==> src/hw/rtl/plus_shape_erosion_count_top_macros.svh <==
// Assertion macros shared by the plus-shape erosion counter RTL.
`ifndef PLUS_SHAPE_EROSION_COUNT_TOP_MACROS_SVH
`define PLUS_SHAPE_EROSION_COUNT_TOP_MACROS_SVH

// Consequent must hold in the cycle after the antecedent.
`define PECNT_ASSERT_NEXT(lbl, clk_i, rst_i, ante, cons, msg) \
  lbl: assert property (@(posedge clk_i) disable iff (rst_i) (ante) |=> (cons)) \
    else $error(msg);

// Consequent must hold in the same cycle as the antecedent.
`define PECNT_ASSERT_SAME(lbl, clk_i, rst_i, ante, cons, msg) \
  lbl: assert property (@(posedge clk_i) disable iff (rst_i) (ante) |-> (cons)) \
    else $error(msg);

`endif

==> src/hw/rtl/pecnt_pkg.sv <==
// Shared types and constants of the plus-shape erosion counter.
package pecnt_pkg;

  localparam int FrameWidthBits  = 7;
  localparam int FrameHeightBits = 11;
  localparam int RowBits         = 10;
  localparam int MaxHeight       = 1024;
  localparam int CountBits       = 16;
  localparam int CfgIndexBits    = 1;
  localparam int CfgDataBits     = 11;

  // Line store: four row slots, each entry keeps a 3-pixel horizontal window.
  localparam int StoreRows = 4;
  localparam int SlotBits  = 2;
  localparam int WinBits   = 3;
  localparam int WordBits  = StoreRows * WinBits;

  typedef logic [CfgIndexBits-1:0] cfg_index_t;
  localparam cfg_index_t CFG_FRAME_WIDTH  = 1'b0;
  localparam cfg_index_t CFG_FRAME_HEIGHT = 1'b1;

  // Per-pixel control handed from the scan stage to the judge stage.
  typedef struct packed {
    logic                eligible;  // open pixel whose centre may count
    logic                last;      // last pixel of the frame
    logic [SlotBits-1:0] slot;      // line store slot of the current row
  } scan_req_t;

endpackage

==> src/hw/rtl/plus_shape_erosion_count_top.sv <==
// Top level of the radius-2 plus-shape erosion counter.
// Throughput: one pixel per cycle unless stalled; store does one write and two reads per pixel.
// Stall: a frame's last pixel waits in the judge stage while the previous count is unread.
// The frame's last pixel is registered in the judge stage, then its count in the output register.
// Reset clears positions, tally and valid flags; width and height return to 64.
// The line store is not cleared: rows are always written before a centre reads them.
module plus_shape_erosion_count_top #(
  parameter int MAX_WIDTH = 64
) (
  input  logic                               clk,
  input  logic                               rst,
  // configuration writes (frame width, frame height)
  input  logic                               cfg_write,
  input  pecnt_pkg::cfg_index_t              cfg_index,
  input  logic [pecnt_pkg::CfgDataBits-1:0]  cfg_data,
  // pixel request channel
  input  logic                               in_valid,
  output logic                               in_ready,
  input  logic                               pixel,
  // count result channel
  output logic                               out_valid,
  input  logic                               out_ready,
  output logic [pecnt_pkg::CountBits-1:0]    cross_count
);

  localparam int ColBits = $clog2(MAX_WIDTH);

  pecnt_pkg::scan_req_t             req;
  logic                             accept;
  logic [ColBits-1:0]               addr_c;
  logic [ColBits-1:0]               addr_ahead;
  logic [pecnt_pkg::WinBits-1:0]    wr_win;
  logic [pecnt_pkg::WordBits-1:0]   word_c;
  logic [pecnt_pkg::WordBits-1:0]   word_ahead;

  // A request moves on every edge where the judge stage can take it.
  assign accept = in_valid && in_ready;

  // Scan stage: raster position, config registers, and the window of the
  // current row that goes into the line store next to the pixel itself.
  pecnt_scan #(
    .MAX_WIDTH (MAX_WIDTH)
  ) u_scan (
    .clk        (clk),
    .rst        (rst),
    .cfg_write  (cfg_write),
    .cfg_index  (cfg_index),
    .cfg_data   (cfg_data),
    .accept     (accept),
    .pixel      (pixel),
    .req        (req),
    .addr_c     (addr_c),
    .addr_ahead (addr_ahead),
    .wr_win     (wr_win)
  );

  // Line store: column c gives the vertical arm and the left half of the
  // middle row; column c+2 gives the right half of the middle row.
  pecnt_line_store #(
    .MAX_WIDTH (MAX_WIDTH)
  ) u_store (
    .clk        (clk),
    .accept     (accept),
    .addr_c     (addr_c),
    .addr_ahead (addr_ahead),
    .wr_slot    (req.slot),
    .wr_win     (wr_win),
    .word_c     (word_c),
    .word_ahead (word_ahead)
  );

  // Judge stage: check the full plus, advance the tally, and drop the frame
  // count into the output register; the register lets the next frame start
  // while the count waits to be read.
  pecnt_judge u_judge (
    .clk         (clk),
    .rst         (rst),
    .accept      (accept),
    .req         (req),
    .word_c      (word_c),
    .word_ahead  (word_ahead),
    .in_ready    (in_ready),
    .out_valid   (out_valid),
    .out_ready   (out_ready),
    .cross_count (cross_count)
  );

endmodule

==> src/hw/rtl/pecnt_line_store.sv <==
// Four-row line store with one masked write port and two registered read ports.
module pecnt_line_store #(
  parameter int MAX_WIDTH = 64
) (
  input  logic                                clk,
  input  logic                                accept,
  input  logic [$clog2(MAX_WIDTH)-1:0]        addr_c,
  input  logic [$clog2(MAX_WIDTH)-1:0]        addr_ahead,
  input  logic [pecnt_pkg::SlotBits-1:0]      wr_slot,
  input  logic [pecnt_pkg::WinBits-1:0]       wr_win,
  output logic [pecnt_pkg::WordBits-1:0]      word_c,
  output logic [pecnt_pkg::WordBits-1:0]      word_ahead
);

  logic [pecnt_pkg::WordBits-1:0] mem [MAX_WIDTH];

  // Read old contents and write the current row's window on the same edge.
  always_ff @(posedge clk) begin
    if (accept) begin
      word_c     <= mem[addr_c];
      word_ahead <= mem[addr_ahead];
      mem[addr_c][wr_slot*pecnt_pkg::WinBits +: pecnt_pkg::WinBits] <= wr_win;
    end
  end

endmodule

==> src/hw/rtl/pecnt_scan.sv <==
// Raster position tracking, configuration registers and per-pixel eligibility.
module pecnt_scan #(
  parameter int MAX_WIDTH = 64
) (
  input  logic                                 clk,
  input  logic                                 rst,
  input  logic                                 cfg_write,
  input  pecnt_pkg::cfg_index_t                cfg_index,
  input  logic [pecnt_pkg::CfgDataBits-1:0]    cfg_data,
  input  logic                                 accept,
  input  logic                                 pixel,
  output pecnt_pkg::scan_req_t                 req,
  output logic [$clog2(MAX_WIDTH)-1:0]         addr_c,
  output logic [$clog2(MAX_WIDTH)-1:0]         addr_ahead,
  output logic [pecnt_pkg::WinBits-1:0]        wr_win
);

  localparam int ColBits = $clog2(MAX_WIDTH);
  localparam int WBase   = $clog2(MAX_WIDTH + 2);
  localparam int CmpBits = (WBase > pecnt_pkg::FrameWidthBits) ? WBase
                                                               : pecnt_pkg::FrameWidthBits;
  localparam logic [CmpBits-1:0] MaxW = CmpBits'(MAX_WIDTH);
  localparam logic [pecnt_pkg::FrameHeightBits-1:0] MaxH =
    pecnt_pkg::FrameHeightBits'(pecnt_pkg::MaxHeight);

  logic [pecnt_pkg::FrameWidthBits-1:0]  frame_width;
  logic [pecnt_pkg::FrameHeightBits-1:0] frame_height;
  logic [ColBits-1:0]                    col;
  logic [pecnt_pkg::RowBits-1:0]         row;
  logic                                  prev1;
  logic                                  prev2;

  logic [CmpBits-1:0]                    width_eff;
  logic [CmpBits-1:0]                    col_ext;
  logic [CmpBits-1:0]                    ahead_ext;
  logic [pecnt_pkg::FrameHeightBits-1:0] height_eff;
  logic [pecnt_pkg::FrameHeightBits-1:0] row_inc;
  logic                                  last_col;
  logic                                  last_row;

  always_comb begin
    if (frame_width == '0) begin
      width_eff = CmpBits'(1);
    end else if (CmpBits'(frame_width) > MaxW) begin
      width_eff = MaxW;
    end else begin
      width_eff = CmpBits'(frame_width);
    end
    if (frame_height == '0) begin
      height_eff = pecnt_pkg::FrameHeightBits'(1);
    end else if (frame_height > MaxH) begin
      height_eff = MaxH;
    end else begin
      height_eff = frame_height;
    end
  end

  assign col_ext   = CmpBits'(col);
  assign ahead_ext = col_ext + CmpBits'(2);
  assign row_inc   = pecnt_pkg::FrameHeightBits'(row) + pecnt_pkg::FrameHeightBits'(1);
  assign last_col  = (col_ext + CmpBits'(1)) >= width_eff;
  assign last_row  = row_inc >= height_eff;

  // Centre two rows up may count only away from every edge.
  assign req.eligible = pixel && (row[pecnt_pkg::RowBits-1:2] != '0) &&
                        (col_ext >= CmpBits'(2)) && (ahead_ext < width_eff);
  assign req.last     = last_col && last_row;
  assign req.slot     = row[pecnt_pkg::SlotBits-1:0];

  assign addr_c     = col;
  assign addr_ahead = (ahead_ext < MaxW) ? ahead_ext[ColBits-1:0] : col;
  assign wr_win     = {prev2, prev1, pixel};

  always_ff @(posedge clk) begin
    if (rst) begin
      frame_width  <= pecnt_pkg::FrameWidthBits'(64);
      frame_height <= pecnt_pkg::FrameHeightBits'(64);
    end else if (cfg_write) begin
      unique case (cfg_index)
        pecnt_pkg::CFG_FRAME_WIDTH: begin
          frame_width <= cfg_data[pecnt_pkg::FrameWidthBits-1:0];
        end
        pecnt_pkg::CFG_FRAME_HEIGHT: begin
          frame_height <= cfg_data;
        end
      endcase
    end
  end

  always_ff @(posedge clk) begin
    if (rst) begin
      col   <= '0;
      row   <= '0;
      prev1 <= 1'b0;
      prev2 <= 1'b0;
    end else if (accept) begin
      prev1 <= pixel;
      prev2 <= prev1;
      if (last_col && last_row) begin
        col <= '0;
        row <= '0;
      end else if (last_col) begin
        col <= '0;
        row <= row_inc[pecnt_pkg::RowBits-1:0];
      end else begin
        col <= col + ColBits'(1);
      end
    end
  end

endmodule

==> src/hw/rtl/pecnt_judge.sv <==
// Plus-shape check, saturating tally and result register.
`include "plus_shape_erosion_count_top_macros.svh"

module pecnt_judge (
  input  logic                               clk,
  input  logic                               rst,
  input  logic                               accept,
  input  pecnt_pkg::scan_req_t               req,
  input  logic [pecnt_pkg::WordBits-1:0]     word_c,
  input  logic [pecnt_pkg::WordBits-1:0]     word_ahead,
  output logic                               in_ready,
  output logic                               out_valid,
  input  logic                               out_ready,
  output logic [pecnt_pkg::CountBits-1:0]    cross_count
);

  function automatic logic [pecnt_pkg::WinBits-1:0] slot_field(
    input logic [pecnt_pkg::WordBits-1:0] word,
    input logic [pecnt_pkg::SlotBits-1:0] slot
  );
    slot_field = word[slot*pecnt_pkg::WinBits +: pecnt_pkg::WinBits];
  endfunction

  // Pixel at the window's own column for one row slot.
  function automatic logic slot_pixel(
    input logic [pecnt_pkg::WordBits-1:0] word,
    input logic [pecnt_pkg::SlotBits-1:0] slot
  );
    slot_pixel = word[slot*pecnt_pkg::WinBits];
  endfunction

  pecnt_pkg::scan_req_t              s1_req;
  logic                              s1_valid;
  logic [pecnt_pkg::CountBits-1:0]   tally;

  logic                              s1_adv;
  logic                              s1_fire;
  logic                              end_fire;
  logic                              end_blocked;
  logic                              mid_fire;
  logic [pecnt_pkg::SlotBits-1:0]    slot_m3;
  logic [pecnt_pkg::SlotBits-1:0]    slot_m2;
  logic [pecnt_pkg::SlotBits-1:0]    slot_m1;
  logic [pecnt_pkg::WinBits-1:0]     mid_left;
  logic [pecnt_pkg::WinBits-1:0]     mid_right;
  logic                              full;
  logic [pecnt_pkg::CountBits-1:0]   tally_next;

  // Slots relative to the current row: the current slot still holds row r-4.
  assign slot_m3 = s1_req.slot + pecnt_pkg::SlotBits'(1);
  assign slot_m2 = s1_req.slot + pecnt_pkg::SlotBits'(2);
  assign slot_m1 = s1_req.slot + pecnt_pkg::SlotBits'(3);

  assign mid_left  = slot_field(word_c, slot_m2);
  assign mid_right = slot_field(word_ahead, slot_m2);

  assign full = s1_req.eligible &&
                slot_pixel(word_c, s1_req.slot) &&
                slot_pixel(word_c, slot_m3) &&
                slot_pixel(word_c, slot_m1) &&
                (&mid_left) && (&mid_right[1:0]);

  assign tally_next = (full && (tally != '1)) ? tally + pecnt_pkg::CountBits'(1) : tally;

  // Hold the frame-end pixel while the previous result is still unread.
  assign s1_adv   = !s1_req.last || !out_valid || out_ready;
  assign s1_fire  = s1_valid && s1_adv;
  assign in_ready = !s1_valid || s1_adv;

  assign end_fire    = s1_fire && s1_req.last;
  assign end_blocked = s1_valid && s1_req.last && out_valid && !out_ready;
  assign mid_fire    = s1_fire && !s1_req.last;

  always_ff @(posedge clk) begin
    if (accept) begin
      s1_req <= req;
    end
  end

  always_ff @(posedge clk) begin
    if (rst) begin
      s1_valid <= 1'b0;
    end else if (accept) begin
      s1_valid <= 1'b1;
    end else if (s1_adv) begin
      s1_valid <= 1'b0;
    end
  end

  always_ff @(posedge clk) begin
    if (rst) begin
      tally <= '0;
    end else if (s1_fire) begin
      tally <= s1_req.last ? '0 : tally_next;
    end
  end

  always_ff @(posedge clk) begin
    if (rst) begin
      out_valid <= 1'b0;
    end else if (s1_fire && s1_req.last) begin
      out_valid <= 1'b1;
    end else if (out_ready) begin
      out_valid <= 1'b0;
    end
  end

  always_ff @(posedge clk) begin
    if (s1_fire && s1_req.last) begin
      cross_count <= tally_next;
    end
  end

  `PECNT_ASSERT_NEXT(a_frame_end_clears_tally, clk, rst, end_fire, tally == '0, "tally kept")
  `PECNT_ASSERT_NEXT(a_blocked_end_holds, clk, rst, end_blocked, s1_valid && s1_req.last, "end lost")
  `PECNT_ASSERT_NEXT(a_tally_no_decrease, clk, rst, mid_fire, tally >= $past(tally), "tally fell")
  `PECNT_ASSERT_SAME(a_blocked_end_stalls_input, clk, rst, end_blocked, !in_ready, "input taken")

endmodule
==> config.mk <==
export PLATFORM = sky130hd
export DESIGN_NAME = plus_shape_erosion_count_top
export DESIGN_NICKNAME = d
export VERILOG_FILES = /design/src/hw/rtl/pecnt_pkg.sv /design/src/hw/rtl/plus_shape_erosion_count_top.sv /design/src/hw/rtl/pecnt_line_store.sv /design/src/hw/rtl/pecnt_scan.sv /design/src/hw/rtl/pecnt_judge.sv
export VERILOG_INCLUDE_DIRS = /design/src /design/src/hw/rtl
export SDC_FILE = /design/constraint.sdc
export NUM_CORES = 1
export LEC_CHECK = 0
export ABC_AREA = 1
export BUFFER_PORTS_ARGS = -buffer_cell sky130_fd_sc_hd__buf_2
export CELL_PAD_IN_SITES_DETAIL_PLACEMENT = 0
export CELL_PAD_IN_SITES_GLOBAL_PLACEMENT = 1
export CORE_UTILIZATION = 45
export CTS_CLUSTER_DIAMETER = 80
export CTS_CLUSTER_SIZE = 12
export DETAILED_ROUTE_END_ITERATION = 6
export PLACE_DENSITY_LB_ADDON = 0.3
export REMOVE_ABC_BUFFERS = 1
export SLEW_MARGIN = 20
export SYNTH_ARGS = -nofsm -noshare
export SYNTH_HDL_FRONTEND = slang
export SYNTH_SLANG_ARGS = --single-unit
export TNS_END_PERCENT = 10
==> constraint.sdc <==
create_clock -name clk -period 3.2 [get_ports clk]
set_clock_uncertainty 0.2 [all_clocks]
set_input_delay 0.32 -clock clk [delete_from_list [all_inputs] [get_ports clk]]
set_output_delay 0.32 -clock clk [all_outputs]
set_load 0.005 [all_outputs]
==> impl_metrics.toml <==
[outcome]
outcome = "finished, final reports clean"

[critical_path]
cp.required_ns = 3.42
startpoint = "u_scan.addr_c[2]"
critPathKind = "reg -> reg"
r2r_end = "u_store.word_ahead[1]"
r2r_start = "u_scan.addr_c[2]"
start_kind = "flop"
crit_chain = "ha_1 > nand2_1 > inv_1 > nor2_1 > inv_1 > nand2_1 > inv_1 > buf_4 > buf_4 > nand3_1 > nand3_1 > nand3_1 > o21a_1"
worstPathArrival_ns = 3.27
ff2ff_path_depth = 13
path_buf_inv = 5
cpPeakStageDelay_ns = 0.44
crit_fanout = 15
end_kind = "flop"
crit_end = "u_store.word_ahead[1]"
cp_top_family = "buffers and inverters"
r2r_setup_slack_ns = 0.15
slowest_stage = "dfxtp_2"
crit_cells = 13

[cts]
cts_resized = 0
clkTransAtPathRegs_ns = 0.07
cts_inserted_buffers = 83
cts_setup_buffers = 0
tritoncts = "done"
clock_sinks = 862
clockBufferDepth = 3
htreeDepth = 3
root_buffer = "clkbuf_16"
clk_latency_ns = 0.65

[sta]
worst_slack_ns = 0.148
setup_viol = 0
tns_ns = 0
fmax_mhz = 328
fin_crit_ns = 3.05
hold_viol = 0
rsz0062_at_grt = "false"
worst-slew-pin-transition_ns = 0.997
timing.final.crit_share = 0.954
slew_headroom = 0.335
drv_slew = 0
timing.hold.ws_ns = 0.270

[synthesis]
synth_mux_area_frac = 0.0283
yosys.area_share.xor_xnor = 0.00504
yosysTopAreaCell = "edfxtp_1"
syn_area_um2 = 40000
yosys.cell_types.count = 53
netlist_top_cells_area = "edfxtp_1, nand2_1, nor2_1"
ys_seq_elements = 862
synthCells = 3908
synth_top_flop_cell = "edfxtp_1"
synth_top_family_by_area = "simple AND/OR/NAND/NOR gates"
synth-simple-area-share = 0.195
synth_compound_area_frac = 0.0860
synth_warnings = 0
synth_top_cell_area_share = 0.607
synth_area_per_cell_um2 = 10.2
synthArstFlopShare = 0
post_synth_fa_ha_maj_area_fraction = 0.0128
yosysSeqAreaShare = 0.634
synth_edf_count = 808

[worst_hold_path]
worstHoldPathType = "reg -> reg"

[power]
p_per_area_nw_per_um2 = 547
p_leak_nw = 16.5
ir_drop_v = 0.000416
total_power_mw = 24.6

[detailed_routing]
wl_mm = 127
firstDrtPassIters = 5
routed_via_density = 5.80
dr_total_vias = 30000
wire_per_inst_um = 24.5
ant_nets = 0
drt_iter0_markers = 3869
drc_errors = 0

[global_routing]
grt_pass1_wl_mm = 186
globalRouteTotalUtil = 0.280
antenna_found_initial = 2
grt_pass1_vias = 28000
grt_overflow = 0
grt_max_degree = 104

[final_layout]
area_growth_pct = 12.3
drive_above_1_share = 0.0941
fin_util = 0.514
most-common-layout-cells = "nand2_1, edfxtp_1, nor2_1"
final_common_cell = "nand2_1"
final_nets = 4058

[floorplan]
io_pins = 36
dieArea_um2 = 90100
die_w_um = 300
die_h_um = 300
coreArea_um2 = 87400
placementRows = 108
start_util = 0.457

[place]
gp_congestion = 0.937
port_buffers = 35
pre_cts_ws_ns = 0.200
dpl.hpwl_mm = 84.4

[job]
maxCapViolCount = 0
## worst min path at each step
stage | startpoint | cells after the start | to
6_report | u_judge.tally[14] | 2 | u_judge.tally[14]
3_5_place_dp | u_judge.tally[14] | 2 | u_judge.tally[14]
2_1_floorplan | rst | 1 | u_judge.s1_valid
4_1_cts | cfg_data[10] | 4 | u_scan.frame_height[10]
3_3_place_gp | u_judge.tally[8] | 2 | u_judge.tally[8]
5_1_grt | cfg_data[6] | 4 | u_scan.frame_width[6]
## Yosys cell counts (3+ instances only)
| cell | number |
|---|---|
| clkbuf_1 | 95 |
| nor3_1 | 12 |
| buf_1 | 5 |
| o21ai_0 | 290 |
| o32ai_1 | 7 |
| o22ai_1 | 71 |
| o21a_1 | 3 |
| buf_2 | 108 |
| a21oi_1 | 120 |
| nor4_1 | 5 |
| ha_1 | 41 |
| dfxtp_1 | 54 |
| buf_6 | 5 |
| o21ai_1 | 6 |
| nand2_2 | 7 |
| nor2_2 | 4 |
| inv_1 | 104 |
| nand2_1 | 1024 |
| edfxtp_1 | 808 |
| and3_1 | 5 |
| inv_2 | 7 |
| nor2_1 | 558 |
| clkinv_1 | 4 |
| o221ai_1 | 4 |
| nand3_1 | 220 |
| a211oi_1 | 5 |
| o2111ai_1 | 4 |
| o211ai_1 | 60 |
| or2_2 | 20 |
| mux2i_1 | 113 |
| a41oi_1 | 10 |
| buf_4 | 17 |
| nand4_1 | 32 |
| a31oi_1 | 15 |
| xor2_1 | 22 |
| nor2_4 | 3 |
| and2_1 | 18 |
| o31ai_1 | 3 |
## stage by stage
| step | instance area [um^2] | instances |
|---|---|---|
| final | 44900 | 5175 |
| after global routing | 44900 | 5174 |
| after CTS | 44900 | 5174 |
| after detailed placement | 42400 | 5041 |
| after global placement | 42400 | 5041 |
| after floorplan | 38900 | 3678 |
## routing by layer
metal	vias up	track usage	routed length, um
li1	13800	-	-
met1	14500	0.399	53500
met2	1460	0.429	56800
met3	259	0.0418	11200
met4	0	0.113	5280
met5	-	0	0
## worst reg2reg max path: stages, from the launching register on
cell	delay, ns
dfxtp_2	0.44
ha_1	0.27
nand2_1	0.09
inv_1	0.07
nor2_1	0.05
inv_1	0.09
nand2_1	0.12
inv_1	0.32
buf_4	0.38
buf_4	0.23
nand3_1	0.09
nand3_1	0.14
nand3_1	0.18
o21a_1	0.15
## cells by family (layout without fill, tap and decap cells)
group,after synthesis,in the layout
multiplexers,113,113
buffers and inverters,347,458
adder cells (fa/ha/maj),41,41
flip-flops,862,862
AND/OR/NAND/NOR,1917,1917
AO/OA/AOI/OAI,605,605
XOR/XNOR,23,23
other,0,1
## registers in the layout (all words and copies together) (netlist names)
name	flops
u_scan.row	10
u_judge.s1_req	4
u_store.mem	768
u_scan.prev1	1
u_store.word_c	12
u_scan.frame_height	11
u_judge.s1_valid	1
u_judge.out_valid	1
u_scan.frame_width	7
u_scan.addr_c	6
u_judge.tally	16
u_store.word_ahead	8
u_scan.prev2	1
u_judge.cross_count	16
## what timing repair did
action                                  4_1_cts  5_1_grt
endpoints found under the hold margin        50        0
endpoints found under the setup margin        0        0
hold buffers                                 28        0
## where the power goes
part           switching (mW)  internal [mW]  total [mW]
Sequential             0.0812           12.4        12.4
Clock                    4.13           4.76        8.89
Combinational            2.27          0.977        3.25
Total                    6.48           18.1        24.6
## layout make-up
type / count / area [um^2]
clock buffers: 96 / 2170
well taps: 1155 / 1450
fillers: 7782 / 42500
repair buffers: 236 / 2180
multi-input cells: 2699 / 13200
flip-flops and latches: 862 / 25400
inverters: 117 / 459
diodes: 1 / 2.50
clock inverters: 9 / 98.8
Power figures use the tool's default switching activity.
